$ cat src/dsic_pkg.sv
`timescale 1ns / 1ps
// ----------------------------------------------------------------------------
// dsic_pkg: shared types and constants of the deadband step integral controller
// Field widths, register index codes and the structs passed between modules.
// ----------------------------------------------------------------------------
package dsic_pkg;

    localparam int LEVEL_W    = 24;
    localparam int FREQ_W     = 16;
    localparam int INT_W      = 48;
    localparam int TRIG_W     = INT_W - 1;
    localparam int DB_W       = 15;
    localparam int PERIOD_W   = 16;
    localparam int CFG_IDX_W  = 3;
    localparam int CFG_DATA_W = (LEVEL_W > TRIG_W) ? LEVEL_W : TRIG_W;

    // register indexes of the configuration port
    localparam logic [CFG_IDX_W-1:0] REG_DEADBAND    = 3'd0;
    localparam logic [CFG_IDX_W-1:0] REG_UP_STEP     = 3'd1;
    localparam logic [CFG_IDX_W-1:0] REG_DOWN_STEP   = 3'd2;
    localparam logic [CFG_IDX_W-1:0] REG_UP_PERIOD   = 3'd3;
    localparam logic [CFG_IDX_W-1:0] REG_DOWN_PERIOD = 3'd4;
    localparam logic [CFG_IDX_W-1:0] REG_MAX_LEVEL   = 3'd5;
    localparam logic [CFG_IDX_W-1:0] REG_MIN_LEVEL   = 3'd6;
    localparam logic [CFG_IDX_W-1:0] REG_TRIGGER     = 3'd7;

    typedef struct packed {
        logic        [DB_W-1:0]     deadband;
        logic signed [LEVEL_W-1:0]  up_step;
        logic signed [LEVEL_W-1:0]  down_step;
        logic        [PERIOD_W-1:0] up_period;
        logic        [PERIOD_W-1:0] down_period;
        logic signed [LEVEL_W-1:0]  max_level;
        logic signed [LEVEL_W-1:0]  min_level;
        logic        [TRIG_W-1:0]   trigger;
    } t_cfg;

    typedef struct packed {
        logic signed [LEVEL_W-1:0]  level;
        logic signed [INT_W-1:0]    integ;
        logic        [PERIOD_W-1:0] period;
        logic        [PERIOD_W-1:0] ticks;
        logic                       was_active;
    } t_state;

endpackage

$ cat src/deadband_step_integral_controller_top.sv
`timescale 1ns / 1ps
// ----------------------------------------------------------------------------
// deadband_step_integral_controller_top: deadband step integral controller
// Per-tick controller: countdown to an update, integrator of deviation times
// period, deadband step selection, clamped output level.
// ----------------------------------------------------------------------------
//
//  channel   direction  handshake                  payload
//  -------   ---------  -------------------------  ------------------------------
//  in        sink       i_in_valid / o_in_stall    i_freq_dev, i_active
//  out       source     o_out_valid / i_out_stall  o_level, o_updated, o_period_now
//  cfg       sink       i_cfg_we (no wait)         i_cfg_idx, i_cfg_wdata
//
//  One item per clock sustained while the output does not stall; an item passes
//  the input register, then the update logic feeding the result register,
//  which also writes state. The throughput is set by the single state update
//  per cycle in dsic_update. Reset is synchronous and active low; settings and
//  state take their reset values directly, with no clearing pass.
//  A stalled output holds the result register; the input register then holds
//  its item and o_in_stall rises until the result is taken.
//
module deadband_step_integral_controller_top (
    input  logic                                i_clk,
    input  logic                                i_rst_n,
    // input items
    input  logic                                i_in_valid,
    output logic                                o_in_stall,
    input  logic signed [dsic_pkg::FREQ_W-1:0]  i_freq_dev,
    input  logic                                i_active,
    // result items
    output logic                                o_out_valid,
    input  logic                                i_out_stall,
    output logic signed [dsic_pkg::LEVEL_W-1:0] o_level,
    output logic                                o_updated,
    output logic [dsic_pkg::PERIOD_W-1:0]       o_period_now,
    // configuration writes
    input  logic                                i_cfg_we,
    input  logic [dsic_pkg::CFG_IDX_W-1:0]      i_cfg_idx,
    input  logic [dsic_pkg::CFG_DATA_W-1:0]     i_cfg_wdata
);
    import dsic_pkg::*;

    t_cfg                      w_cfg;
    t_state                    r_state;
    t_state                    w_next;
    logic                      w_upd;

    logic                      r_s1_valid;
    logic signed [FREQ_W-1:0]  r_s1_freq;
    logic                      r_s1_active;

    logic                      r_out_valid;
    logic signed [LEVEL_W-1:0] r_out_level;
    logic                      r_out_updated;
    logic [PERIOD_W-1:0]       r_out_period;

    logic                      w_out_free;
    logic                      w_adv;
    logic                      w_in_fire;

    dsic_cfg_regs u_cfg (
        .i_clk       (i_clk),
        .i_rst_n     (i_rst_n),
        .i_cfg_we    (i_cfg_we),
        .i_cfg_idx   (i_cfg_idx),
        .i_cfg_wdata (i_cfg_wdata),
        .o_cfg       (w_cfg)
    );

    dsic_update u_update (
        .i_cfg      (w_cfg),
        .i_state    (r_state),
        .i_freq_dev (r_s1_freq),
        .i_active   (r_s1_active),
        .o_state    (w_next),
        .o_updated  (w_upd)
    );

    // The result register is free when empty or being taken this cycle;
    // the held input item then moves on and a new one may enter behind it.
    assign w_out_free = !r_out_valid || !i_out_stall;
    assign w_adv      = r_s1_valid && w_out_free;
    assign o_in_stall = r_s1_valid && !w_out_free;
    assign w_in_fire  = i_in_valid && !o_in_stall;

    // input register
    always_ff @(posedge i_clk) begin
        if (!i_rst_n) begin
            r_s1_valid <= 1'b0;
        end else if (w_in_fire) begin
            r_s1_valid <= 1'b1;
        end else if (w_adv) begin
            r_s1_valid <= 1'b0;
        end
    end

    always_ff @(posedge i_clk) begin
        if (w_in_fire) begin
            r_s1_freq   <= i_freq_dev;
            r_s1_active <= i_active;
        end
    end

    // controller state: advance once per item, in item order
    always_ff @(posedge i_clk) begin
        if (!i_rst_n) begin
            r_state.level      <= '0;
            r_state.integ      <= '0;
            r_state.period     <= PERIOD_W'(1);
            r_state.ticks      <= PERIOD_W'(1);
            r_state.was_active <= 1'b0;
        end else if (w_adv) begin
            r_state <= w_next;
        end
    end

    // result register: hold while stalled, drop valid once taken
    always_ff @(posedge i_clk) begin
        if (!i_rst_n) begin
            r_out_valid <= 1'b0;
        end else if (w_adv) begin
            r_out_valid <= 1'b1;
        end else if (!i_out_stall) begin
            r_out_valid <= 1'b0;
        end
    end

    always_ff @(posedge i_clk) begin
        if (w_adv) begin
            r_out_level   <= w_next.level;
            r_out_updated <= w_upd;
            r_out_period  <= w_next.period;
        end
    end

    assign o_out_valid  = r_out_valid;
    assign o_level      = r_out_level;
    assign o_updated    = r_out_updated;
    assign o_period_now = r_out_period;

    // level is zero whenever the controller is not active
    a_idle_level_zero: assert property (@(posedge i_clk) disable iff (!i_rst_n)
        !r_state.was_active |-> (r_state.level == '0))
        else $error("level nonzero while inactive");

    // an update only happens on a tick that continues an active run
    a_update_needs_run: assert property (@(posedge i_clk) disable iff (!i_rst_n)
        (w_adv && w_upd) |-> (r_state.was_active && r_s1_active))
        else $error("update outside an active run");

    // after an update the countdown reloads with the period just chosen
    a_reload_period: assert property (@(posedge i_clk) disable iff (!i_rst_n)
        (w_adv && w_upd) |=> (r_state.ticks == r_state.period))
        else $error("countdown not reloaded with period in use");

    // every reported result carries the period that the state now holds
    a_out_period: assert property (@(posedge i_clk) disable iff (!i_rst_n)
        w_adv |=> (o_out_valid && (o_period_now == r_state.period)))
        else $error("reported period differs from state");

endmodule

$ cat src/dsic_cfg_regs.sv
`timescale 1ns / 1ps
// ----------------------------------------------------------------------------
// dsic_cfg_regs: configuration register file
// Decodes the write port and holds the eight controller settings.
// ----------------------------------------------------------------------------
module dsic_cfg_regs (
    input  logic                             i_clk,
    input  logic                             i_rst_n,
    input  logic                             i_cfg_we,
    input  logic [dsic_pkg::CFG_IDX_W-1:0]   i_cfg_idx,
    input  logic [dsic_pkg::CFG_DATA_W-1:0]  i_cfg_wdata,
    output dsic_pkg::t_cfg                   o_cfg
);
    import dsic_pkg::*;

    t_cfg r_cfg;

    always_ff @(posedge i_clk) begin
        if (!i_rst_n) begin
            r_cfg.deadband    <= '0;
            r_cfg.up_step     <= '0;
            r_cfg.down_step   <= '0;
            r_cfg.up_period   <= PERIOD_W'(1);
            r_cfg.down_period <= PERIOD_W'(1);
            r_cfg.max_level   <= {1'b0, {(LEVEL_W-1){1'b1}}};
            r_cfg.min_level   <= {1'b1, {(LEVEL_W-1){1'b0}}};
            r_cfg.trigger     <= '1;
        end else if (i_cfg_we) begin
            unique case (i_cfg_idx)
                REG_DEADBAND:    r_cfg.deadband    <= i_cfg_wdata[DB_W-1:0];
                REG_UP_STEP:     r_cfg.up_step     <= signed'(i_cfg_wdata[LEVEL_W-1:0]);
                REG_DOWN_STEP:   r_cfg.down_step   <= signed'(i_cfg_wdata[LEVEL_W-1:0]);
                REG_UP_PERIOD:   r_cfg.up_period   <= i_cfg_wdata[PERIOD_W-1:0];
                REG_DOWN_PERIOD: r_cfg.down_period <= i_cfg_wdata[PERIOD_W-1:0];
                REG_MAX_LEVEL:   r_cfg.max_level   <= signed'(i_cfg_wdata[LEVEL_W-1:0]);
                REG_MIN_LEVEL:   r_cfg.min_level   <= signed'(i_cfg_wdata[LEVEL_W-1:0]);
                REG_TRIGGER:     r_cfg.trigger     <= i_cfg_wdata[TRIG_W-1:0];
                default: ;
            endcase
        end
    end

    assign o_cfg = r_cfg;

endmodule

$ cat src/dsic_update.sv
`timescale 1ns / 1ps
// ----------------------------------------------------------------------------
// dsic_update: next-state logic for one tick
// Countdown, integrator accumulate with saturation, step choice and clamp.
// ----------------------------------------------------------------------------
module dsic_update (
    input  dsic_pkg::t_cfg                      i_cfg,
    input  dsic_pkg::t_state                    i_state,
    input  logic signed [dsic_pkg::FREQ_W-1:0]  i_freq_dev,
    input  logic                                i_active,
    output dsic_pkg::t_state                    o_state,
    output logic                                o_updated
);
    import dsic_pkg::*;

    localparam int PROD_W = FREQ_W + PERIOD_W + 1;
    localparam int SUM_W  = ((PROD_W > INT_W) ? PROD_W : INT_W) + 1;
    localparam int CMP_W  = ((FREQ_W > DB_W) ? FREQ_W : DB_W) + 2;
    localparam int LV_W   = LEVEL_W + 1;

    logic signed [PERIOD_W:0]   w_period_s;
    logic signed [PROD_W-1:0]   w_prod;
    logic signed [SUM_W-1:0]    w_sum;
    logic                       w_sum_ovf;
    logic signed [INT_W-1:0]    w_integ;
    logic signed [INT_W-1:0]    w_trig;
    logic signed [CMP_W-1:0]    w_f_c;
    logic signed [CMP_W-1:0]    w_db_c;
    logic                       w_high;
    logic                       w_low;
    logic                       w_step_up;
    logic                       w_step_dn;
    logic signed [LEVEL_W-1:0]  w_lo;
    logic signed [LEVEL_W-1:0]  w_hi;
    logic signed [LV_W-1:0]     w_lv;
    logic signed [LEVEL_W-1:0]  w_lv_clamped;
    logic [PERIOD_W-1:0]        w_new_period;
    logic                       w_due;

    // integrator accumulate, saturate to the signed integrator range
    assign w_period_s = signed'({1'b0, i_state.period});
    assign w_prod     = w_period_s * i_freq_dev;
    assign w_sum      = SUM_W'(i_state.integ) + SUM_W'(w_prod);
    assign w_sum_ovf  = !((&w_sum[SUM_W-1:INT_W-1]) || (~|w_sum[SUM_W-1:INT_W-1]));
    assign w_integ    = w_sum_ovf ?
                        (w_sum[SUM_W-1] ? {1'b1, {(INT_W-1){1'b0}}}
                                        : {1'b0, {(INT_W-1){1'b1}}})
                        : w_sum[INT_W-1:0];

    // deviation against the band
    assign w_f_c  = CMP_W'(i_freq_dev);
    assign w_db_c = signed'(CMP_W'(i_cfg.deadband));
    assign w_high = w_f_c > w_db_c;
    assign w_low  = w_f_c < -w_db_c;

    assign w_trig    = signed'({1'b0, i_cfg.trigger});
    assign w_step_up = w_high || (!w_low && (w_integ > w_trig));
    assign w_step_dn = !w_high && (w_low || (!(w_integ > w_trig) && (w_integ < -w_trig)));

    assign w_new_period = w_low ? i_cfg.down_period : i_cfg.up_period;

    // level step and clamp between the smaller and larger limit
    assign w_lo = (i_cfg.max_level < i_cfg.min_level) ? i_cfg.max_level : i_cfg.min_level;
    assign w_hi = (i_cfg.max_level < i_cfg.min_level) ? i_cfg.min_level : i_cfg.max_level;
    assign w_lv = LV_W'(i_state.level)
                + (w_step_up ? LV_W'(i_cfg.up_step) :
                   w_step_dn ? LV_W'(i_cfg.down_step) : LV_W'(0));

    always_comb begin
        if (w_lv < LV_W'(w_lo)) begin
            w_lv_clamped = w_lo;
        end else if (w_lv > LV_W'(w_hi)) begin
            w_lv_clamped = w_hi;
        end else begin
            w_lv_clamped = w_lv[LEVEL_W-1:0];
        end
    end

    assign w_due = i_state.ticks <= PERIOD_W'(1);

    always_comb begin
        o_state            = i_state;
        o_state.was_active = i_active;
        o_updated          = 1'b0;
        if (i_active && !i_state.was_active) begin
            o_state.ticks = i_cfg.up_period;
        end else if (i_active) begin
            if (w_due) begin
                o_state.integ  = w_integ;
                o_state.period = w_new_period;
                o_state.ticks  = w_new_period;
                o_state.level  = w_lv_clamped;
                o_updated      = 1'b1;
            end else begin
                o_state.ticks = i_state.ticks - PERIOD_W'(1);
            end
        end else if (i_state.was_active) begin
            o_state.level = '0;
        end
    end

endmodule

$ cat config.mk
export PLATFORM = sky130hd
export DESIGN_NAME = deadband_step_integral_controller_top
export DESIGN_NICKNAME = d
export VERILOG_FILES = /design/src/dsic_pkg.sv /design/src/deadband_step_integral_controller_top.sv /design/src/dsic_cfg_regs.sv /design/src/dsic_update.sv
export SDC_FILE = /design/constraint.sdc
export NUM_CORES = 2
export LEC_CHECK = 0
export CAP_MARGIN = 20
export CORE_MARGIN = 2
export CORE_UTILIZATION = 38
export CTS_CLUSTER_DIAMETER = 30
export DETAILED_ROUTE_END_ITERATION = 10
export DONT_BUFFER_PORTS = 1
export HOLD_SLACK_MARGIN = 0.02
export SLEW_MARGIN = 20
export SYNTH_ARGS = -nofsm -noshare
export SYNTH_HDL_FRONTEND = slang
export SYNTH_HIERARCHICAL = 1
export SYNTH_SLANG_ARGS = --single-unit
$ cat constraint.sdc
create_clock -name i_clk -period 14.27 [get_ports i_clk]
set_clock_uncertainty 0.15 [all_clocks]
set_input_delay 2.854 -clock i_clk [delete_from_list [all_inputs] [get_ports i_clk]]
set_output_delay 2.854 -clock i_clk [all_outputs]
set_load 0.01 [all_outputs]
==> impl_metrics.py <==
metrics = {
    "clock_network": {
        "cts_made_buffers": 86,
        "cts_buffer_depth": 3,
        "htree_levels": 3,
        "clk_pin_slew_ns": 0.04,
        "clkLatencyLatePin_ns": 0.65,
        "cts_tree": "built",
        "ctsHoldBuffers": 0,
        "cts_root_buffer": "clkbuf_16",
        "cts.sinks": 355,
    },
    "place": {
        "placedCellCount": 5357,
        "dp_hpwl_um": 81400,
        "dp_slack_ns": -0.314,
        "io_buffers": 0,
        "placed_area_um2": 38200,
        "gp_congestion": 0.931,
    },
    "power_and_ir_drop": {
        "pwr-share-comb_pct": 17.0,
        "pwr-share-clk_pct": 54.1,
        "internal_power_mw": 2.64,
        "ir_drop_uv": 125,
        "p_sw_share_pct": 28.3,
        "seqPwrFrac_pct": 28.9,
        "p_leak_nw": 19.8,
        "p_switching_mw": 1.04,
        "power_per_cell_area_nw_per_um2": 87.6,
    },
    "sta": {
        "slew_headroom_pct": 8.90,
        "max_freq_mhz": 72.3,
        "final_hold_viol_count": 0,
        "period_share_pct": 96.9,
        "drv_slew": 0,
        "holdWs_ns": 0.305,
        "setup_slack_ns": 0.448,
        "tightest_slew_ns": 1.37,
        "fin_tns_setup_ns": 0,
        "finalSetupViolations": 0,
        "min_period_ns": 13.82,
    },
    "setup_path": {
        "critPathTopFamily": "adder cells",
        "crit_fanout": 14,
        "start_kind": "flop",
        "worst-setup-path-type": "reg -> reg",
        "slowest_delay_ns": 0.55,
        "crit_arrival_ns": 14.23,
        "cp-end-kind": "flop",
        "worst_path_most_repeated_cell": "buf_4",
        "cp_num_buf_inv": 14,
        "required_ns": 14.68,
        "cp_slowest_cell": "fa_1",
    },
    "cells_and_area": {
        "fillers": 8669,
        "diodes": 0,
        "nets": 4992,
        "final_common_cell": "nand2_1",
        "fin_cells": 5555,
        "drive_above_1_share_pct": 15.7,
        "layout_common_cells": "634 x nand2_1, 470 x inv_1, 372 x ha_1",
        "area_growth_pct": 20.0,
        "stdcell_area_um2": 42100,
    },
    "synth": {
        "synth_nets": 4742,
        "synth_ff_type": "dfxtp_1",
        "yosysSeqAreaShare_pct": 21.9,
        "syn_area_um2": 35100,
        "synth_async_sr_flop_share_pct": 0,
        "yosys_warnings": 6,
        "ys_types": 91,
        "synth_edf_count": 58,
        "synth_cells": 4050,
        "syn_avg_cell_area_um2": 8.66,
        "ys_ff_latch": 355,
    },
    "job": {
        "cap_violations": 0,
    },
    "detailed_routing": {
        "final_antenna_net_count": 0,
        "finalWirelength_um": 105000,
        "via_per_inst": 5.24,
        "drc": 0,
        "drtIter0Drc": 1868,
        "drt_first_pass_iters": 5,
        "num_vias": 29100,
        "wl_per_cell_um": 18.9,
    },
    "grt": {
        "use_met2_pct": 37.6,
        "top_usage_layer": "met2",
        "grt.met1_usage_pct": 28.4,
        "grt_pass1_wl_um": 165000,
        "groute.layer.met3.usage_pct": 3.43,
        "grt_overflow": 0,
        "first_global_vias": 29200,
        "grt_max_degree": 474,
        "track_usage_pct": 22.1,
        "antenna_found_initial": 0,
    },
    "floorplanning": {
        "start_util_pct": 38.3,
        "die_x_um": 308,
        "core_area_um2": 91500,
        "rows": 111,
        "die_h_um": 308,
        "top_level_ports": 115,
        "dieArea_um2": 94800,
    },
    "worst_hold_path": {
        "hold_class": "reg -> reg",
    },
    "outcome": {
        "status": "completed",
    },
}
cell type report:
type / instances / area (µm²) / share of cell area [%]
Clock buffer: 119 / 2460 / 5.83
Multi-Input combinational cell: 3031 / 25300 / 60.1
Timing Repair Buffer: 352 / 2850 / 6.78
Tap cell: 1186 / 1480 / 3.53
Inverter: 474 / 1780 / 4.23
Clock inverter: 38 / 533 / 1.27
Sequential cell: 355 / 7700 / 18.3
power by group through the flow:
stage | logic (mW) | registers, mW | clock network (mW)
floorplan | 0.388 | 1.08 | 0
global placement | 0.586 | 1.09 | 0
detailed placement | 0.591 | 1.09 | 0
CTS | 0.602 | 1.07 | 2.02
global route | 0.688 | 1.07 | 2.07
finish | 0.627 | 1.07 | 1.99
flip-flops by register name, indices dropped and copies added (netlist names):
register      count
o_level          24
o_out_valid       1
o_period_now     16
o_updated         1
r_s1_active       1
r_s1_freq        16
r_s1_valid        1
r_state         105
u_cfg/o_cfg     190
metrics by stage:
stage	power [mW]	util, %
after floorplan	1.47	-
after global placement	1.67	41.7
after detailed placement	1.68	41.7
after CTS	3.69	45.2
after global routing	3.83	46.0
final	3.69	46.0
final timing paths:
kind | start | end | slack (ns) | depth (start not counted)
hold reg to reg | u_cfg/o_cfg[155] | u_cfg/o_cfg[155] | 0.31 | 2
hold / removal | u_cfg/o_cfg[155] | u_cfg/o_cfg[155] | 0.31 | 2
setup reg to reg | r_s1_freq[9] | r_state[96] | 0.45 | 57
setup / recovery | r_s1_freq[9] | r_state[96] | 0.45 | 57
routing by layer:
| metal | vias to the layer above | share of wire, % |
|---|---|---|
| li1 | 14200 | - |
| met3 | 157 | 4.9 |
| met1 | 14100 | 44 |
| met4 | 0 | 3.3 |
| met5 | - | 0 |
| met2 | 683 | 48 |
logic make-up (layout without fill, tap and decap cells):
group | Yosys count | count (layout) | share of synthesized area, %
and+or+nand+nor | 1272 | 1272 | 17.3
muxes | 414 | 414 | 12.0
DFF | 355 | 355 | 21.9
adders and majority gates | 620 | 620 | 27.0
buffers and inverters | 664 | 983 | 7.72
AOI/OAI and AO/OA | 612 | 612 | 11.3
xor gates and xnor gates | 113 | 113 | 2.82
synth_stat cells, types with 7 or more instances:
master | instances | share of area (%)
nand2_1 | 635 | 6.8
inv_1 | 473 | 5.1
ha_1 | 391 | 14
mux2i_1 | 366 | 10
dfxtp_1 | 297 | 17
fa_1 | 229 | 13
a21oi_1 | 156 | 2.2
o21ai_0 | 151 | 2.2
nor2b_1 | 139 | 2.5
nor2_1 | 127 | 1.4
and2_1 | 121 | 2.2
clkbuf_1 | 113 | 1.2
xnor2_1 | 90 | 2.2
a21o_1 | 81 | 1.7
edfxtp_1 | 58 | 5.0
buf_2 | 56 | 0.80
nor3_1 | 52 | 0.74
mux2_2 | 48 | 1.5
nand3_1 | 41 | 0.58
nand4_1 | 38 | 0.68
o21a_1 | 28 | 0.60
a211oi_1 | 23 | 0.49
xor2_1 | 23 | 0.57
or3_1 | 21 | 0.37
nand2b_1 | 18 | 0.32
o211ai_1 | 18 | 0.39
or2_2 | 18 | 0.32
a31oi_1 | 17 | 0.30
and3_1 | 16 | 0.29
o21bai_1 | 16 | 0.34
nor4_1 | 12 | 0.21
a22oi_1 | 11 | 0.24
buf_4 | 9 | 0.19
o2111ai_1 | 8 | 0.20
o221ai_1 | 8 | 0.20
a211o_1 | 7 | 0.17
a221oi_1 | 7 | 0.17
o31ai_1 | 7 | 0.15
worst min-delay path: cells and delay by family (launching register included):
kind / cells / cell delay [ns]
muxes: 1 / 0.05
and+or+nand+nor: 1 / 0.05
DFF: 1 / 0.30
timing repair:
item | CTS | global route
resized for setup | 21 | 122
pin swaps | 5 | 88
gates cloned | 0 | 0
setup endpoints to repair | 48 | 48
buffers inserted | 9 | 33
No activity file was read; power rests on OpenSTA's default activity.
